[config.mk]
export PLATFORM = sky130hd
export DESIGN_NAME = euclidean_distance_matrix
export DESIGN_NICKNAME = d
export VERILOG_FILES = /design/src/design/edm_pkg.sv /design/src/design/edm_ram.sv /design/src/design/edm_ctrl.sv /design/src/design/edm_datapath.sv /design/src/design/euclidean_distance_matrix.sv
export SDC_FILE = /design/constraint.sdc
export NUM_CORES = 2
export LEC_CHECK = 0
export BUFFER_PORTS_ARGS = -buffer_cell sky130_fd_sc_hd__buf_2
export CAP_MARGIN = 20
export CORE_MARGIN = 2
export CORE_UTILIZATION = 48
export DETAILED_ROUTE_END_ITERATION = 16
export RECOVER_POWER = 50
export SYNTH_ARGS = -nofsm -noshare
export SYNTH_HDL_FRONTEND = slang
export SYNTH_HIERARCHICAL = 1
export SYNTH_SLANG_ARGS = --single-unit
[constraint.sdc]
create_clock -name clk_i -period 15 [get_ports clk_i]
set_input_delay 0.75 -clock clk_i [delete_from_list [all_inputs] [get_ports clk_i]]
set_output_delay 0.75 -clock clk_i [all_outputs]
set_load 0.01 [all_outputs]
[src/design/edm_pkg.sv]
// edm_pkg: shared constants and types for the euclidean distance matrix block
// used by the controller, datapath and top level; no dependencies
`default_nettype none

package edm_pkg;

  localparam int MAX_NODES = 64;
  localparam int ADDR_W    = $clog2(MAX_NODES);
  localparam int IDX_W     = 6;
  localparam int COORD_W   = 16;
  localparam int CNT_W     = 7;
  localparam int DIST_W    = 18;
  localparam int DIFF_W    = COORD_W + 1;
  localparam int SQ_W      = 2 * COORD_W;
  localparam int SUM_W     = SQ_W + 1;
  localparam int RAD_W     = SUM_W + 1;
  localparam int ROOT_W    = 17;
  localparam int WORD_W    = 2 * COORD_W;

  localparam logic [CNT_W-1:0]  COUNT_RESET = CNT_W'(64);
  localparam logic [CNT_W-1:0]  COUNT_MAX   = CNT_W'(MAX_NODES);
  localparam logic [DIST_W-1:0] DIST_DIAG   = '1;
  localparam logic [RAD_W-1:0]  ROOT_BIT0   = RAD_W'(64'h1_0000_0000);

  localparam logic OP_LOAD = 1'b0;
  localparam logic OP_ROW  = 1'b1;

  typedef struct packed {
    logic load;
    logic row_start;
    logic row_latch;
    logic diff;
    logic mult;
    logic sum;
    logic root;
    logic emit;
    logic col_inc;
  } cmd_t;

  typedef struct packed {
    logic idx_ok;
    logic count_zero;
    logic root_last;
    logic col_last;
    logic out_free;
  } sts_t;

endpackage

`default_nettype wire

[src/design/edm_ram.sv]
// edm_ram: generic single write port, single read port ram with registered read
// no dependencies
`default_nettype none

module edm_ram #(
  parameter int Width = 32,
  parameter int Depth = 64
) (
  input  wire logic                     clk_i,
  input  wire logic                     we_i,
  input  wire logic [$clog2(Depth)-1:0] waddr_i,
  input  wire logic [Width-1:0]         wdata_i,
  input  wire logic [$clog2(Depth)-1:0] raddr_i,
  output logic      [Width-1:0]         rdata_o
);

  logic [Width-1:0] mem_q [Depth];

  always_ff @(posedge clk_i) begin
    if (we_i) begin
      mem_q[waddr_i] <= wdata_i;
    end
    rdata_o <= mem_q[raddr_i];
  end

endmodule

`default_nettype wire

[src/design/edm_ctrl.sv]
// edm_ctrl: sequencing state machine for loads and distance rows
// depends on edm_pkg for the command and status structs
`default_nettype none

module edm_ctrl (
  input  wire logic          clk_i,
  input  wire logic          rst_ni,
  input  wire logic          in_valid_i,
  output logic               in_stall_o,
  input  wire logic          opcode_i,
  input  wire edm_pkg::sts_t sts_i,
  output edm_pkg::cmd_t      cmd_o
);

  typedef enum logic [2:0] {
    S_IDLE,
    S_ROW,
    S_READ,
    S_DIFF,
    S_MULT,
    S_SUM,
    S_ROOT,
    S_EMIT
  } state_e;

  state_e state_q, state_d;
  logic   accept;

  assign in_stall_o = (state_q != S_IDLE);
  assign accept     = in_valid_i && !in_stall_o;

  always_comb begin
    state_d = state_q;
    cmd_o   = '0;
    unique case (state_q)
      S_IDLE: begin
        if (accept && sts_i.idx_ok) begin
          if (opcode_i == edm_pkg::OP_LOAD) begin
            cmd_o.load = 1'b1;
          end else if (!sts_i.count_zero) begin
            cmd_o.row_start = 1'b1;
            state_d         = S_ROW;
          end
        end
      end
      S_ROW: begin
        cmd_o.row_latch = 1'b1;
        state_d         = S_READ;
      end
      S_READ: begin
        state_d = S_DIFF;
      end
      S_DIFF: begin
        cmd_o.diff = 1'b1;
        state_d    = S_MULT;
      end
      S_MULT: begin
        cmd_o.mult = 1'b1;
        state_d    = S_SUM;
      end
      S_SUM: begin
        cmd_o.sum = 1'b1;
        state_d   = S_ROOT;
      end
      S_ROOT: begin
        cmd_o.root = 1'b1;
        if (sts_i.root_last) begin
          state_d = S_EMIT;
        end
      end
      S_EMIT: begin
        if (sts_i.out_free) begin
          cmd_o.emit = 1'b1;
          if (sts_i.col_last) begin
            state_d = S_IDLE;
          end else begin
            cmd_o.col_inc = 1'b1;
            state_d       = S_READ;
          end
        end
      end
      default: begin
        state_d = S_IDLE;
      end
    endcase
  end

  always_ff @(posedge clk_i or negedge rst_ni) begin
    if (!rst_ni) begin
      state_q <= S_IDLE;
    end else begin
      state_q <= state_d;
    end
  end

endmodule

`default_nettype wire

[src/design/edm_datapath.sv]
// edm_datapath: coordinate store, difference and square stages, bit-serial
// square root and output register; depends on edm_pkg and edm_ram
`default_nettype none

module edm_datapath (
  input  wire logic                                 clk_i,
  input  wire logic                                 rst_ni,
  input  wire edm_pkg::cmd_t                        cmd_i,
  output edm_pkg::sts_t                             sts_o,
  input  wire logic                                 cfg_we_i,
  input  wire logic        [edm_pkg::CNT_W-1:0]     cfg_data_i,
  input  wire logic        [edm_pkg::IDX_W-1:0]     node_index_i,
  input  wire logic signed [edm_pkg::COORD_W-1:0]   coord_x_i,
  input  wire logic signed [edm_pkg::COORD_W-1:0]   coord_y_i,
  output logic                                      out_valid_o,
  input  wire logic                                 out_stall_i,
  output logic             [edm_pkg::IDX_W-1:0]     column_index_o,
  output logic signed      [edm_pkg::DIST_W-1:0]    distance_o,
  output logic                                      last_in_row_o
);

  logic        [edm_pkg::CNT_W-1:0]   node_count_q;
  logic        [edm_pkg::CNT_W-1:0]   count_eff;
  logic        [edm_pkg::CNT_W-1:0]   count_q;
  logic        [edm_pkg::IDX_W-1:0]   row_idx_q;
  logic        [edm_pkg::IDX_W-1:0]   col_q;
  logic signed [edm_pkg::COORD_W-1:0] xi_q, yi_q;
  logic signed [edm_pkg::COORD_W-1:0] xj, yj;
  logic signed [edm_pkg::DIFF_W-1:0]  dx_q, dy_q;
  logic signed [2*edm_pkg::DIFF_W-1:0] sqx_full, sqy_full;
  logic        [edm_pkg::SQ_W-1:0]    sqx_q, sqy_q;
  logic        [edm_pkg::RAD_W-1:0]   rem_q, root_q, bit_q;
  logic        [edm_pkg::RAD_W-1:0]   trial;
  logic        [edm_pkg::WORD_W-1:0]  rdata;
  logic        [edm_pkg::ADDR_W-1:0]  raddr;
  logic                               out_valid_q;
  logic        [edm_pkg::IDX_W-1:0]   column_q;
  logic        [edm_pkg::DIST_W-1:0]  distance_q;
  logic                               last_q;

  assign count_eff = (node_count_q > edm_pkg::COUNT_MAX) ? edm_pkg::COUNT_MAX : node_count_q;

  assign sts_o.idx_ok     = (32'(node_index_i) < 32'(edm_pkg::MAX_NODES));
  assign sts_o.count_zero = (node_count_q == '0);
  assign sts_o.root_last  = bit_q[0];
  assign sts_o.col_last   = ((edm_pkg::CNT_W'(col_q) + edm_pkg::CNT_W'(1)) == count_q);
  assign sts_o.out_free   = !out_valid_q || !out_stall_i;

  assign raddr = cmd_i.row_start ? edm_pkg::ADDR_W'(node_index_i) : edm_pkg::ADDR_W'(col_q);

  edm_ram #(
    .Width(edm_pkg::WORD_W),
    .Depth(edm_pkg::MAX_NODES)
  ) u_store (
    .clk_i  (clk_i),
    .we_i   (cmd_i.load),
    .waddr_i(edm_pkg::ADDR_W'(node_index_i)),
    .wdata_i({coord_x_i, coord_y_i}),
    .raddr_i(raddr),
    .rdata_o(rdata)
  );

  assign xj       = rdata[edm_pkg::WORD_W-1:edm_pkg::COORD_W];
  assign yj       = rdata[edm_pkg::COORD_W-1:0];
  assign sqx_full = dx_q * dx_q;
  assign sqy_full = dy_q * dy_q;
  assign trial    = root_q + bit_q;

  // configuration register
  always_ff @(posedge clk_i or negedge rst_ni) begin
    if (!rst_ni) begin
      node_count_q <= edm_pkg::COUNT_RESET;
    end else if (cfg_we_i) begin
      node_count_q <= cfg_data_i;
    end
  end

  // row and column bookkeeping, arithmetic stages
  always_ff @(posedge clk_i) begin
    if (cmd_i.row_start) begin
      row_idx_q <= node_index_i;
      count_q   <= count_eff;
    end
    if (cmd_i.row_latch) begin
      xi_q  <= xj;
      yi_q  <= yj;
      col_q <= '0;
    end else if (cmd_i.col_inc) begin
      col_q <= col_q + edm_pkg::IDX_W'(1);
    end
    if (cmd_i.diff) begin
      dx_q <= edm_pkg::DIFF_W'(xi_q) - edm_pkg::DIFF_W'(xj);
      dy_q <= edm_pkg::DIFF_W'(yi_q) - edm_pkg::DIFF_W'(yj);
    end
    if (cmd_i.mult) begin
      sqx_q <= sqx_full[edm_pkg::SQ_W-1:0];
      sqy_q <= sqy_full[edm_pkg::SQ_W-1:0];
    end
    if (cmd_i.sum) begin
      rem_q  <= edm_pkg::RAD_W'(sqx_q) + edm_pkg::RAD_W'(sqy_q);
      root_q <= '0;
      bit_q  <= edm_pkg::ROOT_BIT0;
    end else if (cmd_i.root) begin
      if (rem_q >= trial) begin
        rem_q  <= rem_q - trial;
        root_q <= (root_q >> 1) + bit_q;
      end else begin
        root_q <= root_q >> 1;
      end
      bit_q <= bit_q >> 2;
    end
    if (cmd_i.emit) begin
      column_q   <= col_q;
      distance_q <= (col_q == row_idx_q) ? edm_pkg::DIST_DIAG
                                         : edm_pkg::DIST_W'(root_q[edm_pkg::ROOT_W-1:0]);
      last_q     <= sts_o.col_last;
    end
  end

  // output transfer flag
  always_ff @(posedge clk_i or negedge rst_ni) begin
    if (!rst_ni) begin
      out_valid_q <= 1'b0;
    end else if (cmd_i.emit) begin
      out_valid_q <= 1'b1;
    end else if (!out_stall_i) begin
      out_valid_q <= 1'b0;
    end
  end

  assign out_valid_o    = out_valid_q;
  assign column_index_o = column_q;
  assign distance_o     = distance_q;
  assign last_in_row_o  = last_q;

endmodule

`default_nettype wire

[src/design/euclidean_distance_matrix.sv]
// load item: written to the store at the transfer edge
// row item: node_count columns, capped at 64; each column passes through read, difference, square,
// sum, bit-serial square root and emit steps
// results leave through an output register, so the next item can start while it waits
// rst_ni clears control state and sets node_count to 64; store contents stay undefined
`default_nettype none

module euclidean_distance_matrix (
  input  wire logic                                clk_i,
  input  wire logic                                rst_ni,
  input  wire logic                                cfg_we_i,
  input  wire logic        [edm_pkg::CNT_W-1:0]    cfg_data_i,
  input  wire logic                                in_valid_i,
  output logic                                     in_stall_o,
  input  wire logic                                opcode_i,
  input  wire logic        [edm_pkg::IDX_W-1:0]    node_index_i,
  input  wire logic signed [edm_pkg::COORD_W-1:0]  coord_x_i,
  input  wire logic signed [edm_pkg::COORD_W-1:0]  coord_y_i,
  output logic                                     out_valid_o,
  input  wire logic                                out_stall_i,
  output logic             [edm_pkg::IDX_W-1:0]    column_index_o,
  output logic signed      [edm_pkg::DIST_W-1:0]   distance_o,
  output logic                                     last_in_row_o
);

  edm_pkg::cmd_t cmd;
  edm_pkg::sts_t sts;

  edm_ctrl u_ctrl (
    .clk_i     (clk_i),
    .rst_ni    (rst_ni),
    .in_valid_i(in_valid_i),
    .in_stall_o(in_stall_o),
    .opcode_i  (opcode_i),
    .sts_i     (sts),
    .cmd_o     (cmd)
  );

  edm_datapath u_dp (
    .clk_i         (clk_i),
    .rst_ni        (rst_ni),
    .cmd_i         (cmd),
    .sts_o         (sts),
    .cfg_we_i      (cfg_we_i),
    .cfg_data_i    (cfg_data_i),
    .node_index_i  (node_index_i),
    .coord_x_i     (coord_x_i),
    .coord_y_i     (coord_y_i),
    .out_valid_o   (out_valid_o),
    .out_stall_i   (out_stall_i),
    .column_index_o(column_index_o),
    .distance_o    (distance_o),
    .last_in_row_o (last_in_row_o)
  );

  // distance is either the diagonal marker or a root no larger than 92681
  assert property (@(posedge clk_i) disable iff (!rst_ni)
    out_valid_o |-> (distance_o == edm_pkg::DIST_DIAG ||
                     (!distance_o[edm_pkg::DIST_W-1] && distance_o <= 18'sd92681)))
    else $error("distance out of range");

  // a row transfer with columns to emit makes the block busy
  assert property (@(posedge clk_i) disable iff (!rst_ni)
    (in_valid_i && !in_stall_o && opcode_i == edm_pkg::OP_ROW &&
     sts.idx_ok && !sts.count_zero) |=> in_stall_o)
    else $error("row transfer did not start a row");

  // a load completes in the transfer cycle
  assert property (@(posedge clk_i) disable iff (!rst_ni)
    (in_valid_i && !in_stall_o && opcode_i == edm_pkg::OP_LOAD) |=> !in_stall_o)
    else $error("load left the block busy");

endmodule

`default_nettype wire
# ---- After elaboration in Yosys (flattened, before gate mapping)
# Memory sizes are Yosys's and may differ from the RTL's. A register that Yosys moved wholly into a read port is not among the register bits.
# Index checks and enable logic that the tools add are counted.
# Widths: inputs -> output; s select.
dict set report classes {
  n_reduce_logical 12
  mul 2
  magnitude_cmp 2
  add_sub_neg 8
  eq_ne 15
  muxes 30
}
# op n
set op_table {}
lappend op_table {{$mux 34} 4}
lappend op_table {{$mul 17x17->32} 2}
lappend op_table {{$add 33x33->34} 1}
lappend op_table {{$add 34x33->34} 1}
lappend op_table {{$ge 34x34->1} 1}
lappend op_table {{$sub 16x16->17} 2}
lappend op_table {{$sub 34x34->34} 1}
lappend op_table {{$add 32x32->33} 1}
lappend op_table {{$pmux 3 s8} 1}
lappend op_table {{$mux 18} 1}
lappend op_table {{$mux 3} 5}
lappend op_table {{$mux 1} 13}
lappend op_table {{$eq 3x3->1 const B} 4}
lappend op_table {{$mux 2} 5}
lappend op_table {{$add 6x1->7 const B} 1}
lappend op_table {{$eq 7x7->1} 1}
lappend op_table {{$gt 7x7->1 const B} 1}
lappend op_table {{$logic_not 7->1} 1}
lappend op_table {{$add 6x1->6 const B} 1}
lappend op_table {{$eq 3x2->1 const B} 2}
lappend op_table {{$eq 6x6->1} 1}
lappend op_table {{$mux 6} 1}
lappend op_table {{$ne 2x1->1 const B} 3}
lappend op_table {{$ne 2x2->1 const B} 3}
lappend op_table {{9 further kinds} 12}
dict set report word_totals {
  register_bits 270
  n_memories 1
  in_bits 51
  out_inout_bits 27
  ram_bits 2048
}
# name words width read_ports rd_clocked_by_memory_dff write_ports line
set mem_list {}
lappend mem_list {u_dp.u_store.mem_q 64 32 1 1 1 edm_ram.sv:17} ;# logic [Width-1:0] mem_q [Depth];

# ---- Logic depth before layout (Yosys ltp)
dict set report depth {
  word_depth 7
  depth_mapped 24
}

# ---- Hierarchy
# Netlist, hierarchy kept.
# mod cells_each seq_area_each_um2 n_inst area_each_um2
set by_module_without_submodules {}
lappend by_module_without_submodules {edm_ram 3324 62139.6 1 78515.3}
lappend by_module_without_submodules {edm_datapath 3588 7348.3 1 34887.2}
lappend by_module_without_submodules {edm_ctrl 32 75.1 1 244.0}

# ---- Least setup slack after synthesis
# Ideal clock, no wire load.
dict set report synth_timing {
  kind {reg2reg}
  from {register u_dp/root_q[2] (netlist bit)}
  to {register u_dp/rem_q[0] (netlist bit), enable pin}
  synth_period_minus_slack_ps 7166
  required_time_ps 14528
  path_stages_with_launch 22
  arrival_time_ps 6694
  setup_slack_ps 7834
  path_cell_list {dfxtp_1 > ha_1 > a31oi_1 > o21bai_1 > a31oi_1 > o21ai_0 > a221o_1 > a31oi_1 > o21bai_1 > a31oi_1 > xor2_1 > ha_1 > and3_4 > nand4_1 > or3_1 > nor4_1 > a221o_1 > or3_2 > buf_6 > o21ai_4 > clkbuf_1 > o21ai_0}
}
dict set report synth_via {
  elab_chain_cells 4
}
# element line
set synth_lines {}
lappend synth_lines {{from (decl)} edm_datapath.sv:32} ;# logic [edm_pkg::RAD_W-1:0] rem_q, root_q, bit_q;
lappend synth_lines {{from (signal assigned)} edm_datapath.sv:106} ;# root_q <= (root_q >> 1) + bit_q;
lappend synth_lines {{from (signal assigned)} edm_datapath.sv:108} ;# root_q <= root_q >> 1;
lappend synth_lines {{$add 34x33->34} edm_datapath.sv:67} ;# assign trial = root_q + bit_q;
lappend synth_lines {{$ge 34x34->1} edm_datapath.sv:104} ;# if (rem_q >= trial) begin
lappend synth_lines {{$reduce_bool 2->1 (no line)} n/a}
lappend synth_lines {{$reduce_and 2->1 (no line)} n/a}
lappend synth_lines {{to (signal assigned)} edm_datapath.sv:100} ;# rem_q <= edm_pkg::RAD_W'(sqx_q) + edm_pkg::RAD_W'(sqy_q);
lappend synth_lines {{to (signal assigned)} edm_datapath.sv:105} ;# rem_q <= rem_q - trial;
lappend synth_lines {{to (decl)} edm_datapath.sv:32}
# Every way passes these cells.
# A chain may end at the register's enable or synchronous reset.

==> results.md <==
- Top delay family on crit path: buffers and inverters
- Failing checks: max-capacitance violations, max-slew violations
- Post-DP HPWL: 175 mm
- Grt ovf: 0
- Total Nets Final: 7998
- Setup TNS: 0 ps
- Detailed Routing Iterations Pass 1: 5
- Die footprint: 241000 sq um
- H-tree levels: 4
- First-pass GRT wire length: 422 mm
- Area grow syn2layout: 11.0%
- Post-synth net total: 7813
- Top Ports: 78
- FILL cells: 18800
- Clk Tree Root Cell: clkbuf_16
- Synth cell types: 91
- Final ANT Viol Nets: 0
- Drt wl/cell: 27.3 microns
- Via count: 61100
- Synth warn: 6
- Layout cells sized above 1: 15.9%
- CP Capture Type: flop
- Final Wtd Congestion: 0.851
- Port-buffer cells: 77
- WL final: 286 mm
- Worst setup SP type: flop
- Post-CTS setup buffer count: 0
- Max stage delay on crit path: 1050 ps
- CTS tree: built
- Worst-Margin Slew: 4060 ps
- Core ar.: 235000 sq um
- Slew Limit Fails: 2101
- Die Wd: 491 microns
- CP Data Arrival Time: 7930 ps
- Clock slew at reported path FFs: 60 ps
- Status: complete, but fails checks
- Clk Latency, worst-skew pair: 880 ps
- Post-synth ARST share: 0.468%
- Largest net degree at the start of global routing: 134
- Seq. cell area: 69600 sq um
- CP required: 15640 ps
- Achievable Freq: 137 MHz
- Final period util: 48.6%
- Vias in the first global route: 62800
- Crit-path slowest cell: clkbuf_1
- R2R setup slack: 7710 ps
- Worst Hold Class: primary input to flop
- Crit path max fanout: 79
- Seq/Total Area, Yosys: 61.2%
- Iteration-0 DRC Markers: 5811
- Initial antenna violation count: 23
- Clock Skew: 89.1 ps
- Most used DFF post-synth: edfxtp_1
- Crit path kind: flop to flop
- Mean area per synthesized cell: 16.4 sq um
- Minimum clock period: 7290 ps
- Footprint of the multi-input gates: 40500 sq um
- Via/cell ratio: 5.83
- Chip Height: 491 microns
- Post-synth EDFFs: 2248
- Fin. Hold Viols: 0
- Clock Sinks: 2348
- Residual DRC count: 0
- TritonCTS buffer count: 235
- Initial core utilization: 48.3%
- RSZ-0062 raised after global routing: false
- Syn Std Cell Area: 114000 sq um
- Syn Inst Count: 6944
- Max transition margin: -170%
- Cells along the critical path: or4_1 -> nor4_1 -> nand4b_1 -> nor2_2 -> clkbuf_1 -> mux2_8 -> buf_12 -> buf_4 -> buf_4 -> mux4_2 -> mux2i_1 -> a21oi_1 -> a21oi_1 -> nor2_1
- Final setup fails: 0
- Max cap viols: 37
- Clk buf depth: 3
- Synth Register Bits: 2348
- FP Rows: 178
- Buf+Inv Stages, Crit Path: 4
- GRT Overall Usage: 23.9%
==> layer usage <==
layer  vias to the layer above  GRT usage, %  wire length, microns
met2                      1984          40.1                142000
met3                       440          2.77                 16800
li1                      26400             -                     -
met5                         -             0                    61
met1                     32400          32.6                117000
met4                        10          8.12                 10400
==> cell usage in the layout (no fill, tap or decap), drive strengths merged, types with 14 or more instances in the layout <==
cell / count
o31ai: 14
o22ai: 88
a21o: 33
clkbuf: 392
a31o: 17
xor2: 71
nand3: 42
a22oi: 14
and2: 126
xnor2: 137
clkinv: 97
nor2: 314
mux4: 544
nor3: 46
o21ai: 117
or3: 33
dfxtp: 89
ha: 302
mux2: 19
fa: 516
edfxtp: 2248
nand2b: 55
o211ai: 17
and3: 22
o21bai: 24
mux2i: 133
a21oi: 196
nor2b: 63
inv: 763
nand4: 19
o221ai: 27
a31oi: 37
o21a: 17
a211oi: 40
nand2: 298
a311oi: 22
buf: 141
bufinv: 28
==> registers in the layout, indices dropped and copies added (netlist names) <==
register	count
u_dp/dy_q	17
u_dp/yi_q	16
u_dp/count_q	7
u_dp/rem_q	34
u_dp/sqy_q	31
u_dp/bit_q	17
u_dp/u_store/rdata_o	32
u_dp/u_store/mem_q	2048
u_dp/xi_q	16
u_dp/distance_o	18
u_dp/col_q	6
u_dp/out_valid_o	1
u_dp/root_q	34
u_dp/node_count_q	7
u_dp/column_index_o	6
u_ctrl/state_q	3
u_dp/last_in_row_o	1
u_dp/sqx_q	31
u_dp/dx_q	17
u_dp/row_idx_q	6
==> synth_stat cells, types with 37 or more instances <==
cell type / number / area share, %
nand2b_1: 55 / 0.30
nand3_1: 41 / 0.18
o22ai_1: 88 / 0.48
fa_1: 516 / 9.1
inv_1: 759 / 2.5
buf_2: 64 / 0.28
and2_1: 126 / 0.69
ha_1: 302 / 3.3
mux2i_1: 133 / 1.2
xor2_1: 71 / 0.55
nor2_1: 314 / 1.0
edfxtp_1: 2248 / 59
a21oi_1: 195 / 0.86
nor3_1: 44 / 0.19
mux4_2: 544 / 11
o21ai_0: 102 / 0.45
nand2_1: 298 / 0.98
nor2b_1: 63 / 0.35
a31oi_1: 37 / 0.20
a211oi_1: 38 / 0.25
clkbuf_1: 153 / 0.51
xnor2_1: 137 / 1.1
dfxtp_1: 89 / 1.6
==> area by class of cell <==
cell class | count | area share [%]
clock buffer | 300 | 4.93
inverter | 760 | 2.26
tap | 3150 | 3.12
timing repair buffer | 234 | 1.10
antenna | 10 | 0.0198
multi-input combinational | 3550 | 32.1
clock inverter | 140 | 1.34
sequential | 2348 | 55.2
==> final timing paths <==
| kind | from | endpoint | depth (start not counted) |
|---|---|---|---|
| min reg2reg | u_dp/u_store/rdata_o[31] | u_dp/xi_q[15] | 0 |
| min in group asynchronous | rst_ni | u_dp/node_count_q[0] | 2 |
| max | u_dp/node_count_q[6] | u_dp/u_store/rdata_o[11] | 14 |
| max in group asynchronous | rst_ni | u_dp/out_valid_o | 2 |
| max reg2reg | u_dp/node_count_q[6] | u_dp/u_store/rdata_o[11] | 14 |
| min | cfg_data_i[4] | u_dp/node_count_q[4] | 2 |
==> worst register-to-register path, cell delays in order (launching register included) <==
cell,delay [ps]
dfstp_1,670
or4_1,170
nor4_1,40
nand4b_1,260
nor2_2,120
clkbuf_1,1050
mux2_8,840
buf_12,580
buf_4,760
buf_4,790
mux4_2,420
mux2i_1,90
a21oi_1,610
a21oi_1,90
nor2_1,600
==> what timing repair did <==
action | CTS | global route
hold endpoints to repair | 11 | 0
gates resized for setup | 0 | 0
hold buffers | 1 | 0
==> through the flow <==
step	util, %	hold WS [ps]	setup slack (ps)	instances	cell area (sq um)
finish	53.6	135	7710	10500	126000
global placement	50.3	414	7840	10000	118000
CTS	53.6	78.8	7780	10500	126000
floorplan	-	406	7830	6944	114000
global route	53.6	101	7180	10500	126000
detailed placement	50.3	417	7820	10000	118000
==> cells by family (layout without fill, tap and decap cells) <==
group	after synthesis	after routing	synth area share (%)
DFF	2348	2348	61.2
buffers and inverters	1046	1434	3.70
adders and majority gates	818	818	12.4
other	1	11	0.00330
AOI/OAI and AO/OA	746	746	4.34
xor gates and xnor gates	208	208	1.60
and+or+nand+nor	1081	1081	4.59
muxes	696	696	12.1
Power is left out: the tool's default activity adds up to more than one toggle a clock period on the data nets, which glitch-free logic cannot reach.
